$ cat config.mk
export PLATFORM = sky130hd
export DESIGN_NAME = dj5_div
export DESIGN_NICKNAME = d
export VERILOG_FILES = /design/src/rtl/dj5_pkg.sv /design/src/rtl/dj5_div.sv
export SDC_FILE = /design/constraint.sdc
export NUM_CORES = 1
export LEC_CHECK = 0
export BUFFER_PORTS_ARGS = -buffer_cell sky130_fd_sc_hd__buf_2
export CORE_MARGIN = 8
export CORE_UTILIZATION = 35
export DETAILED_ROUTE_END_ITERATION = 10
export HOLD_SLACK_MARGIN = 0.08
export SLEW_MARGIN = 30
export SYNTH_ARGS = -nofsm -noshare
export SYNTH_HDL_FRONTEND = slang
export SYNTH_SLANG_ARGS = --single-unit
$ cat constraint.sdc
create_clock -name clock -period 9.3 [get_ports clock]
set_input_delay 0.93 -clock clock [delete_from_list [all_inputs] [get_ports clock]]
set_output_delay 0.93 -clock clock [all_outputs]
set_load 0.01 [all_outputs]
$ cat src/rtl/dj5_pkg.sv
// Shared widths, register indexes and constants of the damped Jacobi sweep unit.
package dj5_pkg;

   localparam int VALUE_W    = 32;
   localparam int ACC_W      = 67;
   localparam int DIM_W      = 11;
   localparam int OMEGA_W    = 18;
   localparam int ROW_W      = 10;
   localparam int MAX_ROWS   = 1024;
   localparam int CSR_IDX_W  = 2;
   localparam int CSR_DATA_W = 18;

   localparam logic [CSR_IDX_W-1:0] CSR_GRID_WIDTH  = 2'd0;
   localparam logic [CSR_IDX_W-1:0] CSR_GRID_HEIGHT = 2'd1;
   localparam logic [CSR_IDX_W-1:0] CSR_OMEGA       = 2'd2;

   localparam logic [DIM_W-1:0]   GRID_WIDTH_RESET  = 11'd1024;
   localparam logic [DIM_W-1:0]   GRID_HEIGHT_RESET = 11'd1024;
   localparam logic [OMEGA_W-1:0] OMEGA_RESET       = 18'd43691;

   localparam logic [VALUE_W-1:0] VALUE_MAX = {1'b0, {(VALUE_W-1){1'b1}}};
   localparam logic [VALUE_W-1:0] VALUE_MIN = {1'b1, {(VALUE_W-1){1'b0}}};

   typedef struct packed {
      logic [VALUE_W-1:0] source;
      logic [VALUE_W-1:0] center;
      logic [VALUE_W-1:0] west;
   } coef_word_type;

endpackage

$ cat src/rtl/dj5_div.sv
// Iterative saturating divider: wide signed sum over signed coefficient, one bit a cycle.
module dj5_div (
   input  logic                                clock,
   input  logic                                reset,
   input  logic                                start,
   input  logic signed [dj5_pkg::ACC_W-1:0]    num,
   input  logic signed [dj5_pkg::VALUE_W-1:0]  den,
   output logic                                done,
   output logic signed [dj5_pkg::VALUE_W-1:0]  quot
);

   localparam int VW = dj5_pkg::VALUE_W;
   localparam int NW = dj5_pkg::ACC_W;
   localparam int KW = $clog2(VW);

   typedef enum logic [2:0] {D_IDLE, D_ABS, D_CHK, D_ITER, D_SAT} div_state_type;

   div_state_type     state_ff;
   logic [NW-1:0]     num_ff;
   logic [VW-1:0]     den_ff;
   logic [NW-1:0]     mag_ff;
   logic [VW-1:0]     dmag_ff;
   logic              neg_ff;
   logic              dneg_ff;
   logic              dzero_ff;
   logic [VW-1:0]     rem_ff;
   logic [VW-1:0]     quo_ff;
   logic [KW-1:0]     cnt_ff;
   logic [VW-1:0]     quot_ff;
   logic              done_ff;

   logic [VW:0]       trial;
   logic              trial_ge;
   logic [VW:0]       trial_diff;
   logic              ovf;

   always_comb begin
      trial      = {rem_ff, quo_ff[VW-1]};
      trial_ge   = trial >= {1'b0, dmag_ff};
      trial_diff = trial - {1'b0, dmag_ff};
      ovf        = mag_ff >= NW'({dmag_ff, {VW{1'b0}}});
   end

   always_ff @(posedge clock) begin
      if (reset) begin
         state_ff <= D_IDLE;
         done_ff  <= 1'b0;
      end else begin
         done_ff <= 1'b0;
         unique case (state_ff)
            D_IDLE: begin
               if (start) begin
                  num_ff   <= num;
                  den_ff   <= den;
                  state_ff <= D_ABS;
               end
            end
            D_ABS: begin
               neg_ff   <= num_ff[NW-1];
               mag_ff   <= num_ff[NW-1] ? (~num_ff + NW'(1)) : num_ff;
               dneg_ff  <= den_ff[VW-1];
               dmag_ff  <= den_ff[VW-1] ? (~den_ff + VW'(1)) : den_ff;
               dzero_ff <= den_ff == '0;
               state_ff <= D_CHK;
            end
            D_CHK: begin
               if (dzero_ff) begin
                  quot_ff  <= (mag_ff == '0) ? '0 :
                              (neg_ff ? dj5_pkg::VALUE_MIN : dj5_pkg::VALUE_MAX);
                  done_ff  <= 1'b1;
                  state_ff <= D_IDLE;
               end else if (ovf) begin
                  quot_ff  <= (neg_ff ^ dneg_ff) ? dj5_pkg::VALUE_MIN : dj5_pkg::VALUE_MAX;
                  done_ff  <= 1'b1;
                  state_ff <= D_IDLE;
               end else begin
                  neg_ff   <= neg_ff ^ dneg_ff;
                  rem_ff   <= mag_ff[2*VW-1:VW];
                  quo_ff   <= mag_ff[VW-1:0];
                  cnt_ff   <= '0;
                  state_ff <= D_ITER;
               end
            end
            D_ITER: begin
               rem_ff <= trial_ge ? trial_diff[VW-1:0] : trial[VW-1:0];
               quo_ff <= {quo_ff[VW-2:0], trial_ge};
               cnt_ff <= cnt_ff + KW'(1);
               if (cnt_ff == KW'(VW-1)) begin
                  state_ff <= D_SAT;
               end
            end
            D_SAT: begin
               if (neg_ff) begin
                  quot_ff <= (quo_ff > dj5_pkg::VALUE_MIN) ? dj5_pkg::VALUE_MIN
                                                           : (~quo_ff + VW'(1));
               end else begin
                  quot_ff <= quo_ff[VW-1] ? dj5_pkg::VALUE_MAX : quo_ff;
               end
               done_ff  <= 1'b1;
               state_ff <= D_IDLE;
            end
            default: state_ff <= D_IDLE;
         endcase
      end
   end

   assign done = done_ff;
   assign quot = quot_ff;

endmodule

Yosys cells after proc, flatten, opt, wreduce, memory -nomap -nowiden:

Cells that the tools add are included.

* bits in registers: 306
* bits in latches: 0
* memory bits (writable): 0
* memory bits (read-only): 0
* input bits: 102
* word-level logic and storage cells: 82
* memories kept: 0

* $add $sub $neg: 5
* multiply operators: 0
* div/mod/pow operators: 0
* magnitude comparators: 3
* equality and inequality tests: 10
* shift operators: 0
* multiplexer cells: 32
* bitwise operators: 5
* reductions and logical operators: 12

Operator list (count)
* $mux W32: 12
* $pmux W32 S2: 3
* $add A67 B1 Y67 const B: 1
* $ge A67 B64 Y1: 1
* $logic_not A67 Y1: 1
* $not A67 Y67: 1
* $mux W66: 1
* $add A32 B1 Y32 const B: 2
* $not A32 Y32: 2
* $mux W31: 2
* $ge A33 B32 Y1: 1
* $gt A32 B32 Y1 const B: 1
* $logic_not A32 Y1: 1
* $sub A32 B32 Y32: 1
* $pmux W3 S4: 1
* $mux W5: 2
* $pmux W5 S2: 1
* $ne A2 B2 Y1 const B: 4
* $reduce_and A4 Y1: 2
* $eq A3 B2 Y1 const B: 2
* $mux W3: 2
* $reduce_and A3 Y1: 2
* $reduce_bool A2 Y1: 3
* $add A5 B1 Y5 const B: 1
* 11 further kinds: 17

Logic depth before layout (Yosys ltp):

Gate-level depths: netlist of run 1.

* word-level depth: 5
* mapped depth: 13
* depth with buffers taken out: 12

Worst setup path before layout of run 1:

Ideal clock, no wire load.

* path type: input-to-reg
* from: input reset
* to: register dmag_ff[0], enable pin
* library setup time: 0.705 ns
* arrival time: 8.474 ns
* required time: 8.595 ns
* path slack: 0.121 ns
* stages: 2
* buffers on the path: 1
* cells stage by stage: buf_1 > nor3b_1

* longest elaborated chain between the ends: 2

RTL lines
* start, declared: line dj5_div.sv:4 `input logic reset,`
* $not A1 Y1 (no line)
* $reduce_and A2 Y1 (no line)
* end signal, assigned: line dj5_div.sv:62 `dmag_ff <= den_ff[VW-1] ? (~den_ff + VW'(1)) : den_ff;`
* end, declared: line dj5_div.sv:22 `logic [VW-1:0] dmag_ff;`

Every way passes these cells.
A chain may end at the register's enable or synchronous reset.

Worst setup path after layout of run 1:

* from: register quo_ff[31]
* to: register rem_ff[18] (data pin)

* longest elaborated chain between the ends: 3
* elaborated cells on any way between the ends: 4
* classes of those cells: add/sub (1); order compare (1); mux (2)

RTL lines
* start, declared: line dj5_div.sv:27 `logic [VW-1:0] quo_ff;`
* start signal, assigned: line dj5_div.sv:79 `quo_ff <= mag_ff[VW-1:0];`
* start signal, assigned: line dj5_div.sv:86 `quo_ff <= {quo_ff[VW-2:0], trial_ge};`
* $sub A32 B32 Y32 or $ge A33 B32 Y1 (tied branches): line dj5_div.sv:40, dj5_div.sv:39
* $mux W32 *: line dj5_div.sv:85 `rem_ff <= trial_ge ? trial_diff[VW-1:0] : trial[VW-1:0];`
* $pmux W32 S2 *: line dj5_div.sv:50 `unique case (state_ff)`
* end signal, assigned: line dj5_div.sv:78 `rem_ff <= mag_ff[2*VW-1:VW];`
* end signal, assigned: line dj5_div.sv:85
* end, declared: line dj5_div.sv:26 `logic [VW-1:0] rem_ff;`

Mark *: on every way between the ends. The rest lies on a longest branch, timed or not.

==> results of run 1 <==
-- state kept, by name, indices dropped and copies added, names as in the netlist --
| register | cells |
|---|---|
| dneg_ff | 1 |
| rem_ff | 32 |
| quo_ff | 32 |
| state_ff | 3 |
| quot | 32 |
| neg_ff | 1 |
| done | 1 |
| dmag_ff | 32 |
| cnt_ff | 5 |
| mag_ff | 67 |
| num_ff | 67 |
| den_ff | 32 |
| dzero_ff | 1 |
-- metal layers --
layer  global-route usage, %  vias up  wire length [um]
met5                       0        -                 0
met2                   22.24      312             17480
met4                   5.524        0              1323
met1                   19.41     5362             18030
li1                        -     5681                 -
met3                   2.698       63              2226
-- cells by family (layout without fill, tap and decap cells) --
family	after synthesis	count (layout)	synth area share, %
multiplexers	4	4	0.2558
adder cells (fa/ha/maj)	70	70	5.472
flip-flops	306	306	56.67
buffers and inverters	115	264	2.682
AO/OA/AOI/OAI	370	370	14.17
AND/OR/NAND/NOR	462	462	14.03
XOR/XNOR	124	124	6.727
-- report_power, final --
part / switching, W / leakage [nW] / internal (W)
sequential: 0.0000318 / 2.80 / 0.00157
clock: 0.000535 / 0.503 / 0.000726
combinational: 0.000120 / 3.33 / 0.0000854
-- through the flow --
stage               cells  hold slack, ns  area, sq um
finish               2200          0.5269        18570
global route         2200          0.5345        18570
CTS                  2199          0.5269        18540
detailed placement   2138          0.5148        17500
global placement     2137          0.5151        17480
floorplan            1451          0.4411        16140
-- path summary, 6_finish.rpt --
path,endpoint,slack (ns),cells past startpoint
worst max-delay path,rem_ff[18],5.09,12
worst min-delay path,mag_ff[0],0.53,0
worst max register to register,rem_ff[18],5.09,12
worst min register to register,mag_ff[0],0.53,0
-- worst register-to-register path, cell delays in order, from the launching register on --
cell and delay [ns]:
edfxtp_1 0.61, inv_1 0.19, ha_1 0.26, nor2b_1 0.15
o21bai_1 0.11, a31oi_1 0.32, o21ai_0 0.24, a21oi_1 0.51
a41oi_4 0.33, buf_4 0.37, nor2_1 0.63, o21ai_0 0.23
nand3_1 0.11
-- cells in the mapped netlist (all sizes together), types with 6 or more instances --
master,count,area [sq um]
or2,10,65.07
o22ai,12,75.07
clkbuf,53,200.2
nor2b,11,68.82
o41ai,14,141.4
nand3,30,150.1
inv,56,210.2
nand2,194,728.2
nand2b,12,75.07
a21oi,94,470.5
and2,6,37.54
edfxtp,302,9069
a31oi,18,112.6
or4,15,123.9
buf,6,22.52
nor3b,10,75.07
a211oi,10,75.07
ha,69,863.3
o21a,12,90.09
or3,26,177.7
nor3,26,130.1
nand4,12,75.07
xnor2,108,945.9
o21ai,120,600.6
nor4,29,181.4
and3,12,75.07
o31ai,35,272.8
xor2,16,140.1
a21o,19,142.6
nor2,61,229.0
-- area by class of cell --
class                      instances  area [sq um]
fill                            4425         26910
inverter                          56         210.2
clock inverter                    19         126.4
clock buffer                      42         912.1
tap                              600         750.7
multi-input combinational       1030          6621
timing repair buffer             147         800.8
sequential                       306          9149
-- layout by cell type, fill, tap and decap left out, drive strengths merged, types with 16 or more instances in the layout --
cell / instances
edfxtp: 302
nand2: 194
buf: 147
o21ai: 120
xnor2: 108
a21oi: 94
ha: 69
nor2: 61
inv: 57
clkbuf: 42
o31ai: 35
nand3: 30
nor4: 29
nor3: 26
or3: 26
a21o: 19
a31oi: 18
xor2: 16
==> flow_metrics.tcl, run 1 <==
set metrics [dict create \
    status "completed" \
    grt_max_degree 91 \
    final_util_pct 40.83 \
    crit_buf_inv 2 \
    yosysUniqueCellTypes 65 \
    numCtsBuffers 34 \
    drv_slew 0 \
    max-clock-path-buffers 3 \
    fin_nets 1747 \
    dp_hpwl_um 29630 \
    cts_tree "built" \
    path_cells "inv_1, ha_1, nor2b_1, o21bai_1, a31oi_1, o21ai_0, a21oi_1, a41oi_4, buf_4, nor2_1, o21ai_0, nand3_1" \
    start_util_pct 35.50 \
    drc 0 \
    reg2reg_from "quo_ff[31]" \
    min_from "num_ff[0]" \
    fin_total_pwr_w 0.003066 \
    htreeDepth 2 \
    ys_async_sr_fraction_pct 0 \
    dieArea_sq_um 53250 \
    slew_headroom_pct 37.36 \
    antenna_cells 0 \
    antenna_found_initial 0 \
    routed_wl_um 39060 \
    cpMostUsedCell "o21ai_0" \
    yosys_warnings 0 \
    die_x_um 230.8 \
    post_cts_buffers 0 \
    cp_data_arrival_time_ns 4.59 \
    ioPinCount 135 \
    die_y_um 230.8 \
    finalSetupTns_ns 0 \
    cp-start-kind "register" \
    cts.repair.resized 0 \
    cts-root-buf "clkbuf_16" \
    critical-path-top-delay-family "compound AO/OA/AOI/OAI gates" \
    crit_start "quo_ff[31]" \
    skew_ns 0.02076 \
    finalHoldViolCount 0 \
    min_path_type "reg -> reg" \
    synthToLayoutAreaGrowth_pct 15.03 \
    powerDensity_nw_per_um2 165.1 \
    grt_pass1_wl_um 61220 \
    clk_pin_slew_worst_paths_ns 0.06 \
    fin_crit_ns 4.206 \
    setup_viol 0 \
    worst_slack_ns 5.094 \
    grtUsageTotal_pct 14.24 \
    viasPerCell 5.190 \
    max-vdd-ir-drop_uv 88.13 \
    overflow 0 \
    core_region_area_sq_um 45480 \
    synth-edff-count 302 \
    cts_sinks 306 \
    wl_per_cell_um 17.76 \
    ctsHoldBuffers 0 \
    layout-drive-gt1-share_pct 14.25 \
    worst-path-max-fanout 44 \
    synth_nets 1623 \
    leakage_nw 6.632 \
    slowest_stage "nor2_1" \
    ys.flop_type "edfxtp_1" \
    synth_seq_cells 306 \
    fin_crit_sh_pct 45.22 \
    worst_pin_slew_ns 0.9310 \
    port_buffers 134 \
    detail-route-antenna-nets 0 \
    synthCells 1451 \
    end_kind "register" \
    grt_setup_unrepaired "false" \
    crit_type "reg -> reg" \
    first_global_vias 11110 \
    required_ns 9.69 \
    first_iter_violations 776 \
    row_count 78 \
    vias 11420 \
    clk_latency_ns 0.52 \
    seq_area_frac_synth_pct 56.67 \
    drt_pass1_iterations 5 \
    fmax_ghz 0.2378 \
    syn_area_per_cell_sq_um 11.13 \
    cap_violations 0 \
    max_stage_delay_ns 0.62 \
    preCtsSetupSlack_ns 5.089 \
    gp_congestion 0.8932 \
    syn_area_sq_um 16140 \
]
No activity file was read; power rests on OpenSTA's default activity.
==> inputs of run 2 (changes only) <==
- clock period: 9.3 -> 3.5 ns (I/O delays scaled with it)
==> run 2 against run 1 <==
Effect of this change: the run now ends with setup timing left; largest power group unchanged; hold slack worse by 0.38 ns; routed wire length up 2.9%; largest cell class unchanged; core utilization up 4.2 points.
==> flow_metrics.tcl, run 2 (synthesized netlist as in run 1, its figures left out) <==
set metrics [dict create \
    ioPinCount 135 \
    cap_violations 0 \
    clk_pin_slew_worst_paths_ns 0.06 \
    fill_cells 4218 \
    worst-path-max-fanout 4 \
    worst_slack_ns -0.1902 \
    vias 12140 \
    port_buffers 134 \
    cts_tree "built" \
    max-clock-path-buffers 3 \
    leakage_nw 7.524 \
    antenna_cells 0 \
    finalHoldViolCount 0 \
    status "finished, violations left" \
    die_x_um 230.8 \
    row_count 78 \
    grt_pass1_wl_um 63180 \
    start_util_pct 35.50 \
    cp-start-kind "register" \
    cp_data_arrival_time_ns 4.02 \
    detail-route-antenna-nets 0 \
    design_area_sq_um 20490 \
    mostFrequentLayoutCell "edfxtp_1" \
    end_kind "register" \
    drt_pass1_iterations 5 \
    fin_hold_ws_ns 0.1509 \
    grt_setup_unrepaired "true" \
    worst_pin_slew_ns 0.9647 \
    required_ns 3.82 \
    largestRegisters "mag_ff: 67 flops, num_ff: 67 flops" \
    die_y_um 230.8 \
    dp_hpwl_um 30400 \
    htreeDepth 1 \
    first_global_vias 11900 \
    preCtsSetupSlack_ns -0.2869 \
    drv_slew 0 \
    clk_latency_ns 0.57 \
    viasPerCell 5.098 \
    fmax_ghz 0.2710 \
    core_region_area_sq_um 45480 \
    crit_type "reg -> reg" \
    grt_max_degree 89 \
    placed_area_sq_um 18220 \
    path_cells "or4_4, or4_4, or3_4, or4_4, or3_4, or2_4, or3_4, o31ai_4, xnor2_1" \
    overflow 0 \
    numCtsBuffers 31 \
    cts_sinks 306 \
    fin_crit_ns 3.690 \
    max_stage_delay_ns 0.55 \
    min_path_type "in -> reg" \
    gp_congestion 0.8871 \
    skew_ns 0.01559 \
    slowest_stage "or4_4" \
    dieArea_sq_um 53250 \
    wl_per_cell_um 16.88 \
    synthToLayoutAreaGrowth_pct 26.92 \
    layout-drive-gt1-share_pct 18.75 \
    failed_checks "setup timing" \
    drc 0 \
    max-vdd-ir-drop_uv 368.5 \
    first_iter_violations 910 \
    slew_headroom_pct 35.68 \
    fin_nets 1929 \
    cts-root-buf "clkbuf_16" \
    routed_wl_um 40200 \
    fin_crit_sh_pct 105.4 \
    final_cell_mix "edfxtp_1, nand2_1, buf_2" \
    powerDensity_nw_per_um2 411.9 \
    antenna_found_initial 0 \
    fin_total_pwr_w 0.008440 \
    grtUsageTotal_pct 14.50 \
    setup_viol 9 \
]
==> run 2: path summary, 6_finish.rpt <==
path / endpoint / start / depth (start not counted) / slack (ns)
max: mag_ff[65] / num_ff[33] / 9 / -0.19
min reg2reg: mag_ff[0] / num_ff[0] / 0 / 0.50
max reg2reg: mag_ff[65] / num_ff[33] / 9 / -0.19
min: state_ff[1] / reset / 2 / 0.15
==> run 2: final cells by class <==
| type | count | area, sq um | area share [%] |
|---|---|---|---|
| clock buffers | 36 | 804.5 | 3.926 |
| clock inverters | 21 | 282.8 | 1.380 |
| inverters | 56 | 210.2 | 1.026 |
| multi-input cells | 1030 | 6771 | 33.05 |
| flip-flops and latches | 306 | 9150 | 44.65 |
| well taps | 600 | 750.7 | 3.664 |
| repair buffers | 332 | 2521 | 12.30 |
==> run 2: metrics by stage <==
| stage | util (%) | instances | TNS [ns] |
|---|---|---|---|
| detailed placement | 40.07 | 2216 | -1.413 |
| floorplan | - | 1451 | -53.47 |
| finish | 45.06 | 2381 | -1.131 |
| global placement | 40.04 | 2215 | -1.141 |
| global route | 45.06 | 2381 | -2.006 |
| CTS | 44.72 | 2374 | -1.207 |
==> run 2: worst max-delay path: cells and delay by family (launching register included) <==
| family | cells | cell delay [ns] |
|---|---|---|
| and+or+nand+nor | 7 | 2.74 |
| DFF | 1 | 0.39 |
| AOI/OAI and AO/OA | 1 | 0.23 |
| xor gates and xnor gates | 1 | 0.09 |
==> run 2: where the power goes <==
part / total [W] / switching (W) / internal (W)
sequential: 0.00425 / 0.0000856 / 0.00416
clock: 0.00350 / 0.00141 / 0.00210
combinational: 0.000689 / 0.000346 / 0.000343
==> run 2: routing by layer <==
metal	wire [um]	global-route usage, %
met1	18650	19.66
met2	18280	23.31
met3	2094	2.281
met4	1181	5.147
met5	0	0
==> run 2: timing repair <==
| item | in CTS | in global routing |
|---|---|---|
| pin swaps | 4 | 8 |
| gates cloned | 0 | 2 |
| hold buffers | 99 | 0 |
| resized for setup | 5 | 11 |
| buffers inserted | 2 | 4 |
| setup endpoints to repair | 10 | 69 |
| endpoints found under the hold margin | 99 | 0 |
